File: config.mk
export PLATFORM = sky130hd
export DESIGN_NAME = pfld_cfg
export DESIGN_NICKNAME = d
export VERILOG_FILES = /design/src/rtl/packet_fifo_with_lifetime_drop_top_assert.svh /design/src/rtl/pfld_pkg.sv /design/src/rtl/pfld_cfg.sv
export SDC_FILE = /design/constraint.sdc
export NUM_CORES = 1
export LEC_CHECK = 0
export ABC_AREA = 1
export ABC_CLOCK_PERIOD_IN_PS = 1500
export BUFFER_PORTS_ARGS = -buffer_cell sky130_fd_sc_hd__buf_2
export CAP_MARGIN = 20
export CORE_MARGIN = 4
export CORE_UTILIZATION = 29
export CTS_CLUSTER_DIAMETER = 60
export DETAILED_ROUTE_END_ITERATION = 8
export PLACE_DENSITY = 0.55
export SLEW_MARGIN = 20
export SYNTH_ARGS = -nofsm -noshare
export SYNTH_HDL_FRONTEND = slang
export SYNTH_SLANG_ARGS = --single-unit
File: constraint.sdc
create_clock -name i_clk -period 1.5 [get_ports i_clk]
set_input_delay 0.075 -clock i_clk [delete_from_list [all_inputs] [get_ports i_clk]]
set_output_delay 0.075 -clock i_clk [all_outputs]
set_load 0.02 [all_outputs]
File: src/rtl/packet_fifo_with_lifetime_drop_top_assert.svh
// Assertion macros shared by the packet queue RTL.
// Each macro takes a label, clock, active-low reset, antecedent, consequent
// and message text.
`ifndef PACKET_FIFO_WITH_LIFETIME_DROP_TOP_ASSERT_SVH
`define PACKET_FIFO_WITH_LIFETIME_DROP_TOP_ASSERT_SVH

// Consequent must hold in the same cycle as the antecedent.
`define PFLD_ASSERT_NOW(label, clk, rst_n, ante, cons, msg) \
    label: assert property (@(posedge clk) disable iff (!rst_n) (ante) |-> (cons)) \
        else $error(msg);

// Consequent must hold in the cycle after the antecedent.
`define PFLD_ASSERT_NEXT(label, clk, rst_n, ante, cons, msg) \
    label: assert property (@(posedge clk) disable iff (!rst_n) (ante) |=> (cons)) \
        else $error(msg);

`endif

File: src/rtl/pfld_pkg.sv
// ----------------------------------------------------------------------------
// pfld_pkg
// Types, constants and helper functions of the packet queue with lifetime drop.
// ----------------------------------------------------------------------------
package pfld_pkg;

    localparam int QUEUE_SLOTS    = 16;
    localparam int PACKET_BYTES   = 32;
    localparam int MAX_RESULTS    = 32;
    localparam int PTR_W          = $clog2(QUEUE_SLOTS);
    localparam int OFF_W          = $clog2(PACKET_BYTES + 1);
    localparam int BADDR_W        = $clog2(QUEUE_SLOTS * PACKET_BYTES);
    localparam int CMP_W          = 7;
    localparam int OCC_W          = 4;
    localparam int PADDR_W        = 3;
    localparam logic [31:0] LIFETIME_RESET = 32'd1000000;

    // Register word index taken from paddr[2].
    localparam logic REG_LIFETIME = 1'b0;

    localparam logic [1:0] OP_TICK = 2'd0;
    localparam logic [1:0] OP_PUSH = 2'd1;
    localparam logic [1:0] OP_POP  = 2'd2;

    localparam logic [1:0] ST_OK    = 2'd0;
    localparam logic [1:0] ST_FULL  = 2'd1;
    localparam logic [1:0] ST_EMPTY = 2'd2;

    typedef logic [PTR_W-1:0]   t_ptr;
    typedef logic [OFF_W-1:0]   t_off;
    typedef logic [BADDR_W-1:0] t_baddr;

    typedef struct packed {
        t_off        len;
        logic [31:0] birth;
    } t_meta;

    typedef struct packed {
        logic       we;
        t_baddr     waddr;
        logic [7:0] wdata;
        logic       re;
        t_baddr     raddr;
    } t_ram_req;

    function automatic t_ptr next_slot(t_ptr p);
        return (p == t_ptr'(QUEUE_SLOTS - 1)) ? '0 : p + 1'b1;
    endfunction

    function automatic t_baddr byte_addr(t_ptr slot, t_off off);
        return BADDR_W'(int'(slot) * PACKET_BYTES + int'(off));
    endfunction

    function automatic logic [OCC_W-1:0] occ_of(t_ptr wp, t_ptr rp);
        logic [PTR_W:0] d;
        if (wp >= rp) begin
            d = {1'b0, wp} - {1'b0, rp};
        end else begin
            d = {1'b0, wp} + (PTR_W + 1)'(QUEUE_SLOTS) - {1'b0, rp};
        end
        return OCC_W'(d);
    endfunction

endpackage

File: src/rtl/pfld_cfg.sv
// ----------------------------------------------------------------------------
// pfld_cfg
// APB register file holding the packet lifetime.
// ----------------------------------------------------------------------------
module pfld_cfg (
    input  logic                        i_clk,
    input  logic                        i_rst_n,
    input  logic                        psel,
    input  logic                        penable,
    input  logic                        pwrite,
    input  logic [pfld_pkg::PADDR_W-1:0] paddr,
    input  logic [31:0]                 pwdata,
    output logic [31:0]                 prdata,
    output logic                        pready,
    output logic [31:0]                 o_lifetime
);
    import pfld_pkg::*;

    logic [31:0] r_lifetime;
    logic        hit;

    assign hit = (paddr[2] == REG_LIFETIME) && (paddr[1:0] == 2'b00);

    always_ff @(posedge i_clk) begin
        if (!i_rst_n) begin
            r_lifetime <= LIFETIME_RESET;
        end else if (psel && penable && pwrite && hit) begin
            r_lifetime <= pwdata;
        end
    end

    assign prdata     = hit ? r_lifetime : 32'd0;
    assign pready     = 1'b1;
    assign o_lifetime = r_lifetime;

endmodule

==> out/qor.csv <==
metric,value,unit
initial drt markers,71,
die outline width,82.7,µm
TritonRoute pass-1 iters,4,
RR Startpoint,o_lifetime[17],
HPWL after DPL,3420,µm
fin crit share,68.1,%
routability-driven placement congestion ratio,0.704,
height of the die,82.7,µm
Clock transition at path regs,60,ps
WS Path Type,flop to output port,
Slew HR,62.2,%
Post-CTS Setup Bufs,0,
Peak VDD IR,0.325,mV
CP max FO,3,
I/O Buffers,103,
setup TNS,0,ps
CTS tree,done,
worst hold path class,input pin to flop,
"EDFF count, synth",0,
Post-Syn Instances,267,
Worst-Skew Late Latency,270,ps
Num CTS Buffers,5,
crit path DAT,950,ps
Max Cap Viol,0,
Crit path required time,1420,ps
vias in the first global route,1629,
Initial Utilization,30.7,%
Root Buffer,clkbuf_8,
Vias,1769,
static leakage,1.32,nW
PostCTS Resize Cnt,0,
# rows,26,
Power Dens Cells,763,nW/µm²
final core occ,43.4,%
worst-margin pin slew,567,ps
Layout area overhead,41.3,%
CP Launch Type,flop,
"Primary FF master, synth",dfxtp_1,
Post-Syn Area,1620,µm²
Die ar.,6840,µm²
overall fraction of global-route tracks in use,14.0,%
pre-CTS WS,334,ps
"Avg Cell Area, Syn",6.06,µm²
drc violations,0,
"FF+latch count, synth",32,
Final Max Tran Viols,0,
fraction of registers with async set/reset,0,%
GR Overflow Total,0,
worst setup margin,478,ps
Final Instance Area,2290,µm²
Worst setup EP type,output port,
Vias/cell,4.03,
sequential area share after synthesis,39.6,%
fraction of post-synthesis cell area in the top cell type by area,39.6,%
final setup vio count,0,
status,finished clean,
Detail Route Antenna Nets,0,
Top-Level Pins,105,
TritonCTS Sinks,32,
Worst Hold Launch,pwdata[14],
initial antenna violation count,0,
CTS hold repair buffers,0,
Synthesized Nets,307,
ranking of synthesized cells by area,"dfxtp_1, nor2_1, inv_1, nand3_1, nand2_1",
max reg flops,32,
layout cells sized above 1,32.5,%
yosys warns,0,
top-count cell post-synth,nor2_1,
wire length per cell after detailed routing,10.4,µm
synth unique cells,15,
synth cell count leaders,"nor2_1, inv_1, nand2_1",
Worst Skew,0,ps
core area,5270,µm²
hold slack final,9.50,ps
Fmax,0.979,GHz
global-route wire length before repair,7330,µm
Synth area leader,dfxtp_1,
H-Tree Depth,2,
nets@finish,408,
Tmin final,1020,ps
placed cell areas,2200,µm²
"Hold Vio Cnt, Final",0,
largest net degree at the start of global routing,33,
WL final,4560,µm
clk buf depth,2,
RSZ-0062 raised after global routing,no,
antenna cells,0,
Worst Setup SP,o_lifetime[31],
layer usage:
layer / routed length [µm] / up-vias / track usage, %
li1: - / 959 / -
met1: 1980 / 753 / 15.9
met2: 2240 / 52 / 25.4
met3: 287 / 5 / 3.04
met4: 58 / 0 / 5.39
met5: 0 / - / 0
final cells by class:
type	instances	area (µm²)
Fill cell	616	2980
Multi-Input combinational cell	161	666
Sequential cell	32	641
Timing Repair Buffer	108	578
Inverter	60	225
Clock buffer	8	90.1
Tap cell	70	87.6
stage by stage:
step	instances	power, mW
floorplan	267	1.01
global placement	431	1.10
detailed placement	431	1.10
CTS	439	1.78
global route	439	1.85
finish	439	1.74
power by group:
group,switching (mW),internal (mW),total (mW)
Combinational,0.126,0.0852,0.211
Sequential,0.00823,0.861,0.869
Clock,0.290,0.374,0.664
critical path, cell delays in order (launching register included):
cell and delay [ps]:
dfxtp_1 370, inv_1 50, nor2_1 90, buf_2 170
kinds of logic (layout without fill, tap and decap cells):
| family | Yosys count | count (layout) | share of synthesized area [%] |
|---|---|---|---|
| simple gates | 160 | 160 | 40.9 |
| buf+inv | 74 | 176 | 19.3 |
| flops | 32 | 32 | 39.6 |
| other cells | 1 | 1 | 0.232 |
final timing paths:
| check | to | slack (ps) | cells after the start |
|---|---|---|---|
| setup / recovery | prdata[31] | 480 | 3 |
| hold / removal | o_lifetime[14] | 10 | 3 |
| setup reg to reg | o_lifetime[17] | 910 | 2 |
| hold reg to reg | o_lifetime[18] | 480 | 2 |
layout by cell type, fill, tap and decap left out:
cell type | synthesis | layout
buf_12 | 0 | 2
buf_2 | 7 | 103
buf_4 | 1 | 3
clkbuf_1 | 1 | 2
clkbuf_8 | 0 | 6
conb_1 | 1 | 1
dfxtp_1 | 32 | 32
inv_1 | 58 | 58
inv_2 | 2 | 2
nand2_1 | 41 | 41
nand2_2 | 1 | 1
nand3_1 | 33 | 33
nor2_1 | 82 | 82
nor2_2 | 1 | 1
nor2_4 | 2 | 2
Note: power is estimated with default switching activity, not from simulation.
