<file path="config.mk">
export PLATFORM = sky130hd
export DESIGN_NAME = pfld_byte_ram
export DESIGN_NICKNAME = d
export VERILOG_FILES = /design/src/rtl/packet_fifo_with_lifetime_drop_top_assert.svh /design/src/rtl/pfld_pkg.sv /design/src/rtl/pfld_byte_ram.sv
export SDC_FILE = /design/constraint.sdc
export NUM_CORES = 2
export LEC_CHECK = 0
export ABC_AREA = 1
export BUFFER_PORTS_ARGS = -buffer_cell sky130_fd_sc_hd__buf_2
export CELL_PAD_IN_SITES_DETAIL_PLACEMENT = 0
export CELL_PAD_IN_SITES_GLOBAL_PLACEMENT = 2
export CORE_ASPECT_RATIO = 2
export CORE_MARGIN = 3
export CORE_UTILIZATION = 29
export DETAILED_ROUTE_END_ITERATION = 6
export PLACE_DENSITY_LB_ADDON = 0.1
export SYNTH_ARGS = -nofsm -noshare
export SYNTH_HDL_FRONTEND = slang
export SYNTH_SLANG_ARGS = --single-unit
</file>
<file path="constraint.sdc">
create_clock -name i_clk -period 2.6 [get_ports i_clk]
set_clock_uncertainty 0.1 [all_clocks]
set_input_delay 0.26 -clock i_clk [delete_from_list [all_inputs] [get_ports i_clk]]
set_output_delay 0.26 -clock i_clk [all_outputs]
set_load 0.01 [all_outputs]
</file>
<file path="src/rtl/packet_fifo_with_lifetime_drop_top_assert.svh">
// Assertion macros shared by the packet queue RTL.
// Each macro takes a label, clock, active-low reset, antecedent, consequent
// and message text.
`ifndef PACKET_FIFO_WITH_LIFETIME_DROP_TOP_ASSERT_SVH
`define PACKET_FIFO_WITH_LIFETIME_DROP_TOP_ASSERT_SVH

// Consequent must hold in the same cycle as the antecedent.
`define PFLD_ASSERT_NOW(label, clk, rst_n, ante, cons, msg) \
    label: assert property (@(posedge clk) disable iff (!rst_n) (ante) |-> (cons)) \
        else $error(msg);

// Consequent must hold in the cycle after the antecedent.
`define PFLD_ASSERT_NEXT(label, clk, rst_n, ante, cons, msg) \
    label: assert property (@(posedge clk) disable iff (!rst_n) (ante) |=> (cons)) \
        else $error(msg);

`endif

</file>
<file path="src/rtl/pfld_pkg.sv">
// ----------------------------------------------------------------------------
// pfld_pkg
// Types, constants and helper functions of the packet queue with lifetime drop.
// ----------------------------------------------------------------------------
package pfld_pkg;

    localparam int QUEUE_SLOTS    = 16;
    localparam int PACKET_BYTES   = 32;
    localparam int MAX_RESULTS    = 32;
    localparam int PTR_W          = $clog2(QUEUE_SLOTS);
    localparam int OFF_W          = $clog2(PACKET_BYTES + 1);
    localparam int BADDR_W        = $clog2(QUEUE_SLOTS * PACKET_BYTES);
    localparam int CMP_W          = 7;
    localparam int OCC_W          = 4;
    localparam int PADDR_W        = 3;
    localparam logic [31:0] LIFETIME_RESET = 32'd1000000;

    // Register word index taken from paddr[2].
    localparam logic REG_LIFETIME = 1'b0;

    localparam logic [1:0] OP_TICK = 2'd0;
    localparam logic [1:0] OP_PUSH = 2'd1;
    localparam logic [1:0] OP_POP  = 2'd2;

    localparam logic [1:0] ST_OK    = 2'd0;
    localparam logic [1:0] ST_FULL  = 2'd1;
    localparam logic [1:0] ST_EMPTY = 2'd2;

    typedef logic [PTR_W-1:0]   t_ptr;
    typedef logic [OFF_W-1:0]   t_off;
    typedef logic [BADDR_W-1:0] t_baddr;

    typedef struct packed {
        t_off        len;
        logic [31:0] birth;
    } t_meta;

    typedef struct packed {
        logic       we;
        t_baddr     waddr;
        logic [7:0] wdata;
        logic       re;
        t_baddr     raddr;
    } t_ram_req;

    function automatic t_ptr next_slot(t_ptr p);
        return (p == t_ptr'(QUEUE_SLOTS - 1)) ? '0 : p + 1'b1;
    endfunction

    function automatic t_baddr byte_addr(t_ptr slot, t_off off);
        return BADDR_W'(int'(slot) * PACKET_BYTES + int'(off));
    endfunction

    function automatic logic [OCC_W-1:0] occ_of(t_ptr wp, t_ptr rp);
        logic [PTR_W:0] d;
        if (wp >= rp) begin
            d = {1'b0, wp} - {1'b0, rp};
        end else begin
            d = {1'b0, wp} + (PTR_W + 1)'(QUEUE_SLOTS) - {1'b0, rp};
        end
        return OCC_W'(d);
    endfunction

endpackage

</file>
<file path="src/rtl/pfld_byte_ram.sv">
// ----------------------------------------------------------------------------
// pfld_byte_ram
// Packet byte store: one write port, one read port, registered read data.
// ----------------------------------------------------------------------------
module pfld_byte_ram (
    input  logic                i_clk,
    input  pfld_pkg::t_ram_req  i_req,
    output logic [7:0]          o_rdata
);
    import pfld_pkg::*;

    logic [7:0] mem [QUEUE_SLOTS * PACKET_BYTES];
    logic [7:0] r_rdata;

    always_ff @(posedge i_clk) begin
        if (i_req.we) begin
            mem[i_req.waddr] <= i_req.wdata;
        end
        if (i_req.re) begin
            r_rdata <= mem[i_req.raddr];
        end
    end

    assign o_rdata = r_rdata;

endmodule

</file>
==> run_summary.xml <==
<?xml version="1.0" encoding="UTF-8"?>
<metrics>
  <group name="timing">
    <metric name="rsz0062_at_grt" unit="">no</metric>
    <metric name="worst_slew_pin_slew" unit="ns">0.9811</metric>
    <metric name="fin_setup_tns" unit="ns">-0.03493</metric>
    <metric name="slew_headroom" unit="%">34.52</metric>
    <metric name="setup_viol" unit="">2</metric>
    <metric name="finalCriticalPeriod" unit="ns">2.625</metric>
    <metric name="final_min_period_over_clock_period" unit="%">101.0</metric>
    <metric name="timing.final.ws_setup" unit="ns">-0.02545</metric>
    <metric name="final-max-slew-violation-count" unit="">0</metric>
    <metric name="maxClockFrequency" unit="MHz">380.9</metric>
    <metric name="hold_viol" unit="">0</metric>
  </group>
  <group name="floorplan">
    <metric name="floorplan.die.width" unit="um">542.3</metric>
    <metric name="io_pins" unit="">37</metric>
    <metric name="chipHeight" unit="mm">1.079</metric>
    <metric name="die_area" unit="mm2">0.5849</metric>
    <metric name="design.core.area" unit="mm2">0.5729</metric>
    <metric name="fp-row-count" unit="">393</metric>
    <metric name="start_util" unit="%">29.12</metric>
  </group>
  <group name="power">
    <metric name="power_leakage" unit="nW">70.84</metric>
    <metric name="switching_share" unit="%">23.86</metric>
    <metric name="peakVddDrop" unit="V">0.0004727</metric>
    <metric name="pwr-share-seq" unit="%">51.2</metric>
    <metric name="power.share.combinational" unit="%">7.6</metric>
    <metric name="power.total" unit="mW">142.5</metric>
    <metric name="clockPowerShare" unit="%">41.3</metric>
    <metric name="p_sw" unit="mW">34.00</metric>
    <metric name="power-per-cell-area" unit="mW/mm2">711.4</metric>
    <metric name="intPower" unit="mW">108.5</metric>
  </group>
  <group name="final_layout">
    <metric name="mostFrequentLayoutCell" unit="">sky130_fd_sc_hd__nand2_1</metric>
    <metric name="mostFrequentLayoutCells" unit="">sky130_fd_sc_hd__nand2_1 (4145), sky130_fd_sc_hd__edfxtp_1 (4104), sky130_fd_sc_hd__nand3_1 (4039), sky130_fd_sc_hd__buf_4 (1238), sky130_fd_sc_hd__nor2_1 (512)</metric>
    <metric name="final-instance-count-excl-fill" unit="">22760</metric>
    <metric name="post_route_core_utilization" unit="%">34.96</metric>
    <metric name="final_nets" unit="">14940</metric>
    <metric name="drive_above_1_share" unit="%">14.74</metric>
    <metric name="area_growth_from_synthesis_to_layout" unit="%">20.05</metric>
    <metric name="final.fill_count" unit="">55998</metric>
  </group>
  <group name="synthesis">
    <metric name="synth.lib_cells_used.distinct" unit="">15</metric>
    <metric name="yosys_register_bits" unit="">4104</metric>
    <metric name="post_synth_inst_count" unit="">13891</metric>
    <metric name="yosys.area.top_type_share" unit="%">73.88</metric>
    <metric name="syn-num-nets" unit="">13920</metric>
    <metric name="mappedNetlistArea" unit="mm2">0.1668</metric>
    <metric name="avgSynthCellArea" unit="um2">12.01</metric>
    <metric name="yosysSeqAreaShare" unit="%">73.88</metric>
    <metric name="synth.area.top_cells" unit="">sky130_fd_sc_hd__edfxtp_1 (74%), sky130_fd_sc_hd__nand3_1 (12%), sky130_fd_sc_hd__nand2_1 (9.4%), sky130_fd_sc_hd__buf_2 (1.6%), sky130_fd_sc_hd__nor2_1 (1.2%)</metric>
    <metric name="synthesis.yosys.warnings" unit="">0</metric>
    <metric name="yosysTopAreaCell" unit="">sky130_fd_sc_hd__edfxtp_1</metric>
  </group>
  <group name="placed_design">
    <metric name="portBuffers" unit="">36</metric>
    <metric name="dpl.cell_count" unit="">22007</metric>
    <metric name="dp_hpwl" unit="mm">415.5</metric>
    <metric name="placement.setup.worst_slack" unit="ns">-1.666</metric>
    <metric name="gpl_wtd_cong" unit="">0.8198</metric>
  </group>
  <group name="critical_path">
    <metric name="cpPeakStageDelay" unit="ns">0.32</metric>
    <metric name="critPathRequiredTime" unit="ns">3.18</metric>
    <metric name="timing.critical_path.slowest_stage_cell" unit="">sky130_fd_sc_hd__nand3_2</metric>
    <metric name="rr_startpoint" unit="">mem[149][7]$_DFFE_PP_</metric>
    <metric name="timing.critical_path.arrival" unit="ns">3.21</metric>
    <metric name="critical_path_cell_sequence" unit="">buf_8 &gt; buf_4 &gt; buf_12 &gt; buf_12 &gt; buf_12 &gt; buf_4 &gt; nand3_1 &gt; nand3_1 &gt; nand3_1 &gt; nand3_1 &gt; nand3_1 &gt; nand3_2 &gt; nand3_4 &gt; nand3_1 &gt; nand2_1</metric>
    <metric name="setup.worst_path.start_class" unit="">input pin</metric>
    <metric name="setup.worst_path.start" unit="">i_req[1]</metric>
    <metric name="path_max_fanout" unit="">27</metric>
    <metric name="critical-path-top-cell-by-count" unit="">sky130_fd_sc_hd__nand3_1</metric>
    <metric name="setup.worst_path.class" unit="">in -&gt; reg</metric>
    <metric name="cp-end-kind" unit="">flip-flop</metric>
  </group>
  <group name="clock_network">
    <metric name="clock_tree.htree_level_count" unit="">5</metric>
    <metric name="clk-insertion-delay-late" unit="ns">0.96</metric>
    <metric name="clock_transition_at_the_register_clock_pins_on_the_worst_setup_and_hold_paths_after_cts" unit="ns">0.07</metric>
    <metric name="post-cts-setup-buffers" unit="">0</metric>
    <metric name="clock_sink_count" unit="">4104</metric>
    <metric name="cts_tree" unit="">yes</metric>
    <metric name="root_buffer" unit="">sky130_fd_sc_hd__clkbuf_16</metric>
    <metric name="clockBufferDepth" unit="">4</metric>
    <metric name="number_of_buffers_inserted_during_clock_tree_synthesis" unit="">391</metric>
  </group>
  <group name="route">
    <metric name="drc_errors" unit="">0</metric>
    <metric name="wl" unit="mm">629.7</metric>
    <metric name="first_pass_iters" unit="">5</metric>
    <metric name="drt-vias-per-instance" unit="">4.900</metric>
    <metric name="wire_per_inst" unit="um">27.67</metric>
    <metric name="ant_nets" unit="">0</metric>
    <metric name="num_vias" unit="">111517</metric>
    <metric name="drt_iter0_drc" unit="">8340</metric>
  </group>
  <group name="global_routing">
    <metric name="global_route_wire_length_before_repair" unit="mm">883.2</metric>
    <metric name="gr-usage-all-layers" unit="%">21.01</metric>
    <metric name="grt_pass1_vias" unit="">113724</metric>
    <metric name="globalRouteOverflowTotal" unit="">0</metric>
    <metric name="grt_start_max_net_pins" unit="">100</metric>
    <metric name="number_of_antenna_violations_at_the_first_check_in_global_routing" unit="">50</metric>
  </group>
  <group name="run_status">
    <metric name="outcome" unit="">finished with violations</metric>
    <metric name="failing_checks" unit="">setup timing</metric>
  </group>
  <group name="run">
    <metric name="drv.max_cap_violation_count" unit="">0</metric>
  </group>
  <group name="worst_hold_path">
    <metric name="hold_path_startpoint" unit="">i_req[20]</metric>
    <metric name="timing.hold.worst.class" unit="">in -&gt; reg</metric>
  </group>
</metrics>
[metal layers]
layer | vias to the layer above | share of wire, % | GRT usage [%]
met1 | 56956 | 39 | 24.89
met2 | 2380 | 54 | 39.90
met3 | 665 | 3.3 | 1.727
li1 | 51508 | - | -
met4 | 8 | 3.2 | 6.341
met5 | - | 0.0078 | 0
[cells in the mapped netlist]
cell,count
sky130_fd_sc_hd__buf_8,4
sky130_fd_sc_hd__inv_2,3
sky130_fd_sc_hd__inv_1,34
sky130_fd_sc_hd__buf_4,123
sky130_fd_sc_hd__nand3_1,4080
sky130_fd_sc_hd__buf_1,82
sky130_fd_sc_hd__nor2_1,514
sky130_fd_sc_hd__edfxtp_1,4104
sky130_fd_sc_hd__buf_2,517
sky130_fd_sc_hd__nand2_1,4160
sky130_fd_sc_hd__inv_4,2
sky130_fd_sc_hd__buf_12,1
sky130_fd_sc_hd__nor3_1,11
sky130_fd_sc_hd__buf_6,72
sky130_fd_sc_hd__clkbuf_1,184
[cells by family (layout without fill, tap and decap cells)]
family                 after synthesis  after routing  share of synthesized area (%)
and+or+nand+nor                   8765           8765                          22.79
DFF                               4104           4104                          73.88
buffers and inverters             1022           2370                          3.328
other                                0             16                              0
[worst paths after layout]
kind	endpoint	slack (ns)	depth (start not counted)
max	o_rdata[2]$_DFFE_PP_	-0.03	15
min reg2reg	o_rdata[6]$_DFFE_PP_	1.10	10
max reg2reg	o_rdata[7]$_DFFE_PP_	0.11	12
min	mem[357][3]$_DFFE_PP_	0.09	7
[metrics by stage]
step | hold WS (ns) | instance area, um2
2_1_floorplan | 0.2589 | 166800
3_5_place_dp | 0.5485 | 186900
3_3_place_gp | 0.5455 | 186900
6_report | 0.09358 | 200300
4_1_cts | 0.01279 | 200100
5_1_grt | 0.1084 | 200200
[power groups by stage]
stage | logic [mW] | registers (mW) | clock network, mW
finish | 10.8 | 72.9 | 58.8
global placement | 11.0 | 74.3 | 0
floorplan | 4.51 | 74.3 | 0
global route | 11.6 | 72.8 | 62.8
CTS | 11.1 | 72.9 | 60.6
detailed placement | 11.0 | 74.3 | 0
[worst max-delay path, delay by kind of cell]
kind | cells | cell delay, ns
buf+inv | 6 | 1.23
simple gates | 9 | 1.54
[registers in the layout, indices dropped and copies added (netlist names)]
register,flops
o_rdata,8
mem,4096
[repair_timing]
item,in CTS,in global routing
gates cloned,0,1
hold buffers,15,0
endpoints found under the hold margin,2311,0
setup endpoints to repair,6,5
resized for setup,46,11
[area by class of cell]
cell class	instances	area, um2	share of cell area, %
sequential	4104	123200	61.54
multi-input combinational	8765	38400	19.18
timing repair buffer	1610	16190	8.086
clock buffer	452	10100	5.043
tap	7505	9390	4.689
clock inverter	269	2695	1.346
inverter	39	203.9	0.1018
antenna	16	40.04	0.01999
Power figures use the tool's default switching activity.
