$ cat config.mk
export PLATFORM = sky130hd
export DESIGN_NAME = pfld_ctrl_flat
export DESIGN_NICKNAME = d
export VERILOG_FILES = /design/src/rtl/packet_fifo_with_lifetime_drop_top_assert.svh /design/src/rtl/pfld_pkg.sv /design/src/rtl/pfld_if.sv /design/src/rtl/pfld_ctrl.sv /design/src/flat_wrapper.sv
export SDC_FILE = /design/constraint.sdc
export NUM_CORES = 1
export LEC_CHECK = 0
export BUFFER_PORTS_ARGS = -buffer_cell sky130_fd_sc_hd__buf_2
export CORE_MARGIN = 4
export CORE_UTILIZATION = 25
export CTS_CLUSTER_DIAMETER = 60
export DETAILED_ROUTE_END_ITERATION = 16
export HOLD_SLACK_MARGIN = 0.12
export PLACE_DENSITY = 0.45
export SLEW_MARGIN = 20
export SYNTH_ARGS = -nofsm -noshare
export SYNTH_HDL_FRONTEND = slang
export SYNTH_SLANG_ARGS = --single-unit
$ cat constraint.sdc
create_clock -name i_clk -period 16.8 [get_ports i_clk]
set_clock_uncertainty 0.2 [all_clocks]
set_input_delay 0.84 -clock i_clk [delete_from_list [all_inputs] [get_ports i_clk]]
set_output_delay 0.84 -clock i_clk [all_outputs]
set_load 0.01 [all_outputs]
$ cat src/rtl/packet_fifo_with_lifetime_drop_top_assert.svh
// Assertion macros shared by the packet queue RTL.
// Each macro takes a label, clock, active-low reset, antecedent, consequent
// and message text.
`ifndef PACKET_FIFO_WITH_LIFETIME_DROP_TOP_ASSERT_SVH
`define PACKET_FIFO_WITH_LIFETIME_DROP_TOP_ASSERT_SVH

// Consequent must hold in the same cycle as the antecedent.
`define PFLD_ASSERT_NOW(label, clk, rst_n, ante, cons, msg) \
    label: assert property (@(posedge clk) disable iff (!rst_n) (ante) |-> (cons)) \
        else $error(msg);

// Consequent must hold in the cycle after the antecedent.
`define PFLD_ASSERT_NEXT(label, clk, rst_n, ante, cons, msg) \
    label: assert property (@(posedge clk) disable iff (!rst_n) (ante) |=> (cons)) \
        else $error(msg);

`endif

$ cat src/rtl/pfld_pkg.sv
// ----------------------------------------------------------------------------
// pfld_pkg
// Types, constants and helper functions of the packet queue with lifetime drop.
// ----------------------------------------------------------------------------
package pfld_pkg;

    localparam int QUEUE_SLOTS    = 16;
    localparam int PACKET_BYTES   = 32;
    localparam int MAX_RESULTS    = 32;
    localparam int PTR_W          = $clog2(QUEUE_SLOTS);
    localparam int OFF_W          = $clog2(PACKET_BYTES + 1);
    localparam int BADDR_W        = $clog2(QUEUE_SLOTS * PACKET_BYTES);
    localparam int CMP_W          = 7;
    localparam int OCC_W          = 4;
    localparam int PADDR_W        = 3;
    localparam logic [31:0] LIFETIME_RESET = 32'd1000000;

    // Register word index taken from paddr[2].
    localparam logic REG_LIFETIME = 1'b0;

    localparam logic [1:0] OP_TICK = 2'd0;
    localparam logic [1:0] OP_PUSH = 2'd1;
    localparam logic [1:0] OP_POP  = 2'd2;

    localparam logic [1:0] ST_OK    = 2'd0;
    localparam logic [1:0] ST_FULL  = 2'd1;
    localparam logic [1:0] ST_EMPTY = 2'd2;

    typedef logic [PTR_W-1:0]   t_ptr;
    typedef logic [OFF_W-1:0]   t_off;
    typedef logic [BADDR_W-1:0] t_baddr;

    typedef struct packed {
        t_off        len;
        logic [31:0] birth;
    } t_meta;

    typedef struct packed {
        logic       we;
        t_baddr     waddr;
        logic [7:0] wdata;
        logic       re;
        t_baddr     raddr;
    } t_ram_req;

    function automatic t_ptr next_slot(t_ptr p);
        return (p == t_ptr'(QUEUE_SLOTS - 1)) ? '0 : p + 1'b1;
    endfunction

    function automatic t_baddr byte_addr(t_ptr slot, t_off off);
        return BADDR_W'(int'(slot) * PACKET_BYTES + int'(off));
    endfunction

    function automatic logic [OCC_W-1:0] occ_of(t_ptr wp, t_ptr rp);
        logic [PTR_W:0] d;
        if (wp >= rp) begin
            d = {1'b0, wp} - {1'b0, rp};
        end else begin
            d = {1'b0, wp} + (PTR_W + 1)'(QUEUE_SLOTS) - {1'b0, rp};
        end
        return OCC_W'(d);
    endfunction

endpackage

$ cat src/rtl/pfld_if.sv
// ----------------------------------------------------------------------------
// pfld_if
// Valid/ready channels for command items and result items.
// ----------------------------------------------------------------------------
interface pfld_in_if;
    logic       valid;
    logic       ready;
    logic [1:0] opcode;
    logic [7:0] data_byte;
    logic       last_byte;
    logic [5:0] read_length;

    modport source (output valid, opcode, data_byte, last_byte, read_length,
                    input ready);
    modport sink   (input valid, opcode, data_byte, last_byte, read_length,
                    output ready);
endinterface

interface pfld_out_if;
    logic       valid;
    logic       ready;
    logic [1:0] status;
    logic       has_data;
    logic [7:0] out_byte;
    logic       last;
    logic [3:0] occupancy;

    modport source (output valid, status, has_data, out_byte, last, occupancy,
                    input ready);
    modport sink   (input valid, status, has_data, out_byte, last, occupancy,
                    output ready);
endinterface

$ cat src/rtl/pfld_ctrl.sv
// ----------------------------------------------------------------------------
// pfld_ctrl
// Queue sequencer: pointers, time, slot metadata store and result register.
// ----------------------------------------------------------------------------
module pfld_ctrl (
    input  logic               i_clk,
    input  logic               i_rst_n,
    input  logic [31:0]        i_lifetime,
    pfld_in_if.sink            i_in_ch,
    pfld_out_if.source         o_out_ch,
    output pfld_pkg::t_ram_req o_ram_req,
    input  logic [7:0]         i_ram_rdata
);
    import pfld_pkg::*;

    typedef enum logic [2:0] {S_IDLE, S_CHECK, S_BOUT, S_RESULT} t_state;

    t_state      r_state, n_state;
    t_ptr        r_rp, n_rp;
    t_ptr        r_wp, n_wp;
    t_ptr        r_slot, n_slot;
    t_off        r_off, n_off;
    t_off        r_cnt, n_cnt;
    t_off        r_n, n_n;
    logic [5:0]  r_req, n_req;
    logic [31:0] r_time, n_time;
    logic [1:0]  r_pend, n_pend;
    logic        r_ov, n_ov;
    logic [1:0]  r_status, n_status;
    logic        r_has, n_has;
    logic [7:0]  r_byte, n_byte;
    logic        r_last, n_last;
    logic [OCC_W-1:0] r_occ, n_occ;

    // Slot metadata store: length and birth time per slot.
    t_meta       meta_mem [QUEUE_SLOTS];
    t_meta       r_meta_rd;
    logic        meta_we, meta_re;
    t_ptr        meta_waddr, meta_raddr;
    t_meta       meta_wdata;

    logic        accept, out_free, end_of_packet;
    logic [31:0] age;
    t_ptr        rp_nx;
    t_off        off_new;
    logic [CMP_W-1:0] req_w, len_w, n_w;

    assign accept   = i_in_ch.valid && i_in_ch.ready;
    assign out_free = !r_ov || o_out_ch.ready;

    always_comb begin
        n_state  = r_state;
        n_rp     = r_rp;
        n_wp     = r_wp;
        n_slot   = r_slot;
        n_off    = r_off;
        n_cnt    = r_cnt;
        n_n      = r_n;
        n_req    = r_req;
        n_time   = r_time;
        n_pend   = r_pend;
        n_ov     = r_ov && !o_out_ch.ready;
        n_status = r_status;
        n_has    = r_has;
        n_byte   = r_byte;
        n_last   = r_last;
        n_occ    = r_occ;

        meta_we    = 1'b0;
        meta_waddr = r_wp;
        meta_wdata = '0;
        meta_re    = 1'b0;
        meta_raddr = r_rp;
        o_ram_req  = '0;

        age     = r_time - r_meta_rd.birth;
        rp_nx   = next_slot(r_rp);
        off_new = (r_off < OFF_W'(PACKET_BYTES)) ? r_off + 1'b1 : r_off;
        end_of_packet = ((r_cnt + 1'b1) == r_n);

        req_w = CMP_W'(r_req);
        len_w = CMP_W'(r_meta_rd.len);
        n_w   = (req_w < len_w) ? req_w : len_w;
        if (n_w > CMP_W'(MAX_RESULTS)) begin
            n_w = CMP_W'(MAX_RESULTS);
        end

        unique case (r_state)
            S_IDLE: begin
                if (accept) begin
                    unique case (i_in_ch.opcode)
                        OP_TICK: begin
                            n_time = r_time + 1'b1;
                        end
                        OP_PUSH: begin
                            // Bytes past the slot size are dropped.
                            if (r_off < OFF_W'(PACKET_BYTES)) begin
                                o_ram_req.we    = 1'b1;
                                o_ram_req.waddr = byte_addr(r_wp, r_off);
                                o_ram_req.wdata = i_in_ch.data_byte;
                            end
                            n_off = off_new;
                            if (i_in_ch.last_byte) begin
                                if (next_slot(r_wp) == r_rp) begin
                                    n_pend = ST_FULL;
                                end else begin
                                    n_pend           = ST_OK;
                                    meta_we          = 1'b1;
                                    meta_wdata.len   = off_new;
                                    meta_wdata.birth = r_time;
                                    n_wp             = next_slot(r_wp);
                                end
                                n_off   = '0;
                                n_state = S_RESULT;
                            end
                        end
                        OP_POP: begin
                            n_req = i_in_ch.read_length;
                            if (r_rp == r_wp) begin
                                n_pend  = ST_EMPTY;
                                n_state = S_RESULT;
                            end else begin
                                meta_re = 1'b1;
                                n_state = S_CHECK;
                            end
                        end
                        default: begin
                        end
                    endcase
                end
            end
            S_CHECK: begin
                // Metadata of the head slot is valid this cycle.
                n_rp = rp_nx;
                if (age < i_lifetime) begin
                    if (n_w == '0) begin
                        n_pend  = ST_OK;
                        n_state = S_RESULT;
                    end else begin
                        o_ram_req.re    = 1'b1;
                        o_ram_req.raddr = byte_addr(r_rp, '0);
                        n_slot  = r_rp;
                        n_cnt   = '0;
                        n_n     = OFF_W'(n_w);
                        n_state = S_BOUT;
                    end
                end else if (rp_nx == r_wp) begin
                    n_pend  = ST_EMPTY;
                    n_state = S_RESULT;
                end else begin
                    meta_re    = 1'b1;
                    meta_raddr = rp_nx;
                end
            end
            S_BOUT: begin
                if (out_free) begin
                    n_ov     = 1'b1;
                    n_status = ST_OK;
                    n_has    = 1'b1;
                    n_byte   = i_ram_rdata;
                    n_last   = end_of_packet;
                    n_occ    = occ_of(r_wp, r_rp);
                    n_cnt    = r_cnt + 1'b1;
                    if (end_of_packet) begin
                        n_state = S_IDLE;
                    end else begin
                        // Fetch the next byte while this one is taken.
                        o_ram_req.re    = 1'b1;
                        o_ram_req.raddr = byte_addr(r_slot, r_cnt + 1'b1);
                    end
                end
            end
            S_RESULT: begin
                if (out_free) begin
                    n_ov     = 1'b1;
                    n_status = r_pend;
                    n_has    = 1'b0;
                    n_byte   = 8'd0;
                    n_last   = 1'b1;
                    n_occ    = occ_of(r_wp, r_rp);
                    n_state  = S_IDLE;
                end
            end
            default: begin
                n_state = S_IDLE;
            end
        endcase
    end

    always_ff @(posedge i_clk) begin
        if (meta_we) begin
            meta_mem[meta_waddr] <= meta_wdata;
        end
        if (meta_re) begin
            r_meta_rd <= meta_mem[meta_raddr];
        end
    end

    always_ff @(posedge i_clk) begin
        if (!i_rst_n) begin
            r_state <= S_IDLE;
            r_rp    <= '0;
            r_wp    <= '0;
            r_off   <= '0;
            r_time  <= '0;
            r_ov    <= 1'b0;
        end else begin
            r_state <= n_state;
            r_rp    <= n_rp;
            r_wp    <= n_wp;
            r_off   <= n_off;
            r_time  <= n_time;
            r_ov    <= n_ov;
        end
        r_slot   <= n_slot;
        r_cnt    <= n_cnt;
        r_n      <= n_n;
        r_req    <= n_req;
        r_pend   <= n_pend;
        r_status <= n_status;
        r_has    <= n_has;
        r_byte   <= n_byte;
        r_last   <= n_last;
        r_occ    <= n_occ;
    end

    assign i_in_ch.ready      = (r_state == S_IDLE);
    assign o_out_ch.valid     = r_ov;
    assign o_out_ch.status    = r_status;
    assign o_out_ch.has_data  = r_has;
    assign o_out_ch.out_byte  = r_byte;
    assign o_out_ch.last      = r_last;
    assign o_out_ch.occupancy = r_occ;

endmodule
$ cat src/flat_wrapper.sv
// flat-port wrapper written by rule: the top's interface ports become plain ports
module pfld_ctrl_flat import pfld_pkg::*;
  (i_clk, i_rst_n, i_lifetime, o_ram_req, i_ram_rdata, i_in_ch_valid, i_in_ch_opcode, i_in_ch_data_byte, i_in_ch_last_byte, i_in_ch_read_length, i_in_ch_ready, o_out_ch_valid, o_out_ch_status, o_out_ch_has_data, o_out_ch_out_byte, o_out_ch_last, o_out_ch_occupancy, o_out_ch_ready);
  pfld_in_if i_in_ch_i ();
  pfld_out_if o_out_ch_i ();
  input  logic i_clk;
  input  logic i_rst_n;
  input  logic [31:0] i_lifetime;
  output pfld_pkg::t_ram_req o_ram_req;
  input  logic [7:0] i_ram_rdata;
  input wire logic [$bits(i_in_ch_i.valid)-1:0] i_in_ch_valid;
  input wire logic [$bits(i_in_ch_i.opcode)-1:0] i_in_ch_opcode;
  input wire logic [$bits(i_in_ch_i.data_byte)-1:0] i_in_ch_data_byte;
  input wire logic [$bits(i_in_ch_i.last_byte)-1:0] i_in_ch_last_byte;
  input wire logic [$bits(i_in_ch_i.read_length)-1:0] i_in_ch_read_length;
  output wire logic [$bits(i_in_ch_i.ready)-1:0] i_in_ch_ready;
  output wire logic [$bits(o_out_ch_i.valid)-1:0] o_out_ch_valid;
  output wire logic [$bits(o_out_ch_i.status)-1:0] o_out_ch_status;
  output wire logic [$bits(o_out_ch_i.has_data)-1:0] o_out_ch_has_data;
  output wire logic [$bits(o_out_ch_i.out_byte)-1:0] o_out_ch_out_byte;
  output wire logic [$bits(o_out_ch_i.last)-1:0] o_out_ch_last;
  output wire logic [$bits(o_out_ch_i.occupancy)-1:0] o_out_ch_occupancy;
  input wire logic [$bits(o_out_ch_i.ready)-1:0] o_out_ch_ready;
  assign i_in_ch_i.valid = i_in_ch_valid;
  assign i_in_ch_i.opcode = i_in_ch_opcode;
  assign i_in_ch_i.data_byte = i_in_ch_data_byte;
  assign i_in_ch_i.last_byte = i_in_ch_last_byte;
  assign i_in_ch_i.read_length = i_in_ch_read_length;
  assign i_in_ch_ready = i_in_ch_i.ready;
  assign o_out_ch_valid = o_out_ch_i.valid;
  assign o_out_ch_status = o_out_ch_i.status;
  assign o_out_ch_has_data = o_out_ch_i.has_data;
  assign o_out_ch_out_byte = o_out_ch_i.out_byte;
  assign o_out_ch_last = o_out_ch_i.last;
  assign o_out_ch_occupancy = o_out_ch_i.occupancy;
  assign o_out_ch_i.ready = o_out_ch_ready;
  pfld_ctrl u_core (.i_clk(i_clk), .i_rst_n(i_rst_n), .i_lifetime(i_lifetime), .i_in_ch(i_in_ch_i), .o_out_ch(o_out_ch_i), .o_ram_req(o_ram_req), .i_ram_rdata(i_ram_rdata));
endmodule
==> impl_metrics.ini <==
[floorplanning]
ios = 107
die-width_um = 366.8
die_y_um = 366.8
fp.coreArea_mm2 = 0.1277
start_util_pct = 25.21
row_count = 131
dieArea_mm2 = 0.1346

[clock_network]
root_buffer = clkbuf_16
cts.sinks = 735
cts_buffer_depth = 3
cts_setup_buffers = 0
clk_latency_ns = 0.65
cts_buffers = 87
h-tree-depth = 3
cts_resized = 0
path_clk_slew_ns = 0.06
cts_tree = built
cts_hold_buf = 0

[drt]
viasPerCell = 4.813
wl_per_cell_um = 22.05
drc = 0
drtIter0Drc = 1935
antenna_left = 0
wirelength_mm = 92.32
firstDrtPassIters = 5
vias = 20147

[pwr]
switching_share_pct = 28.62
pwr_density_cell_mw_per_mm2 = 137.4
comb_power_share_pct = 21.1
p_leak_uw = 0.01301
clkPwrFrac_pct = 38.0
p_sw_uw = 1486
p_seq_share_pct = 40.9
p_int_uw = 3707
vdd_drop_max_v = 0.00008860
total_power_uw = 5193

[logic_synthesis]
netlist_area_mm2 = 0.03219
synth_area_per_cell_um2 = 13.69
synth_edf_count = 686
async_flop_share_pct = 0
yosys_warnings = 0
synth.largest_area_cell = edfxtp_1
ys_seq_area_share_pct = 67.04
synthDistinctLibCells = 67
synth_area_leaders = edfxtp_1 64%, mux4_2 5.3%, ha_1 3.5%
synthFlopType = edfxtp_1
synth_nets = 2503
ys_ff_latch = 735
synth_top_cell_area_share_pct = 64.00
synthCells = 2351

[setup_path]
reg2reg_from = u_core.r_time[0]
path_max_fanout = 23
end_kind = flip-flop
cp-start-kind = flip-flop
worstPathRequired_ns = 16.97
setup.worst_path.start = u_core.r_time[0]
criticalPathCategory = flip-flop to flip-flop
arrival_ns = 8.50

[timing]
rsz0062_at_grt = no
hold_viol = 0
worst_pin_slew_ns = 1.002
timing.final.crit_period_ns = 8.332
fin_setup_tns_ns = 0
fin_crit_sh_pct = 49.60
drv_slew = 0
finalSetupViolCount = 0
fmax_mhz = 120.0
slew_headroom_pct = 33.07

[layout]
fillers = 12718
final_common_cell = edfxtp_1
final_cell_mix = 686 x edfxtp_1, 213 x nand3_1, 191 x a21oi_1
drive_gt1_share_pct = 15.29
layout.nets = 2604
regArea_mm2 = 0.02158
diodes = 0
syn2layout_area_growth_pct = 17.44
multi_input_area_mm2 = 0.009941

[grt]
grt_usage_pct = 13.37
antenna_found_initial = 4
grt_remaining_overflow = 0
grt_pass1_wl_mm = 136.2
grt_pass1_vias = 20248
grt_max_degree = 153

[hold_path]
hp-class = input port to flip-flop
min_from = i_in_ch_read_length[0]

[place]
dp_hpwl_mm = 50.50
gp_congestion = 0.8052
portBuffers = 106

[run_status]
run_status = finished, final reports clean

[run]
maxCapViolCount = 0
-- kinds of logic after synthesis --
group	synth area share [%]
AND/OR/NAND/NOR	10.22
flip-flops	67.04
XOR/XNOR	2.231
AO/OA/AOI/OAI	8.505
multiplexers	5.632
buffers and inverters	2.787
adder cells (fa/ha/maj)	3.584
-- layout make-up --
type	instances	area share (%)
Clock buffer	107	6.067
Clock inverter	54	1.946
Inverter	97	0.9631
Multi-Input combinational cell	1391	26.29
Sequential cell	735	57.08
Tap cell	1662	5.501
Timing Repair Buffer	140	2.145
-- power groups by stage --
stage | logic [µW] | clock network [µW] | registers [µW]
after floorplan | 782 | 0 | 2160
after global placement | 1100 | 0 | 2160
after detailed placement | 1110 | 0 | 2160
after CTS | 1120 | 2020 | 2130
after global routing | 1210 | 2100 | 2130
final | 1090 | 1970 | 2130
-- state kept, by name (all words and copies together) (netlist names), 2 cells and up --
signal	count
u_core.r_rp	4
u_core.meta_mem	608
u_core.r_off	6
u_core.r_pend	2
u_core.o_out_ch.occupancy	4
u_core.r_req	6
u_core.r_slot	4
u_core.len_w	6
u_core.meta_waddr	4
u_core.o_out_ch.status	2
u_core.r_meta_rd	32
u_core.r_time	32
u_core.r_n	6
u_core.r_cnt	6
u_core.o_out_ch.out_byte	8
u_core.r_state	2
-- critical path, cell delays in order, from the launching register on --
cell and delay [ns]:
dfxtp_1 0.34, inv_1 0.10, ha_1 0.17, inv_1 0.06
fa_1 0.40, a21o_1 0.17, a21oi_1 0.22, o21bai_1 0.10
a21oi_1 0.36, o21ai_0 0.36, a31oi_1 0.49, o31ai_1 0.22
a2111oi_0 0.60, nor2_1 0.16, xor2_1 0.17, ha_1 0.28
nand4_1 0.12, nor2_1 0.16, nand4_1 0.15, o2111a_1 0.36
nor3_1 0.59, nor3_1 0.19, a21oi_4 0.64, buf_4 0.56
a21oi_1 0.09, nor4_1 0.54, nand3_1 0.18
-- worst paths after layout --
path                    endpoint  slack, ns  cells past startpoint
max          u_core.r_meta_rd[2]       8.47                     26
min              u_core.r_req[0]       0.18                      1
max reg2reg  u_core.r_meta_rd[2]       8.47                     26
min reg2reg    u_core.r_time[12]       0.35                      2
-- cells in the mapped netlist (all sizes together), types with 33 or more instances --
cell type  count
inv           96
edfxtp       686
o21ai        190
xnor2         49
and2          81
nor2          73
nor4          40
ha            89
nand3        213
dfxtp         49
a21oi        193
xor2          33
clkbuf        97
mux4          76
nand2        129
nor2b         34
-- stage by stage --
| stage | instances | setup slack, ns | utilization (%) | area, µm² | hold WS (ns) |
|---|---|---|---|---|---|
| 6_report | 4186 | 8.468 | 29.61 | 37810 | 0.1837 |
| 5_1_grt | 4186 | 7.999 | 29.61 | 37810 | 0.1451 |
| 4_1_cts | 4186 | 8.441 | 29.61 | 37810 | 0.1401 |
| 3_5_place_dp | 4025 | 8.478 | 27.24 | 34780 | 0.3435 |
| 3_3_place_gp | 4025 | 8.423 | 27.23 | 34770 | 0.3124 |
| 2_1_floorplan | 2351 | 10.73 | - | 32190 | 0.2248 |
-- routing by layer --
metal | vias to the layer above | share of wire, % | GRT usage [%] | routed length, µm
li1 | 9102 | - | - | -
met5 | - | 0 | 0 | 0
met1 | 10332 | 46 | 18.79 | 42380
met3 | 123 | 5.4 | 2.233 | 4942
met4 | 0 | 2.2 | 3.345 | 2003
met2 | 590 | 47 | 21.53 | 42990
(Power assumes the default switching activity.)
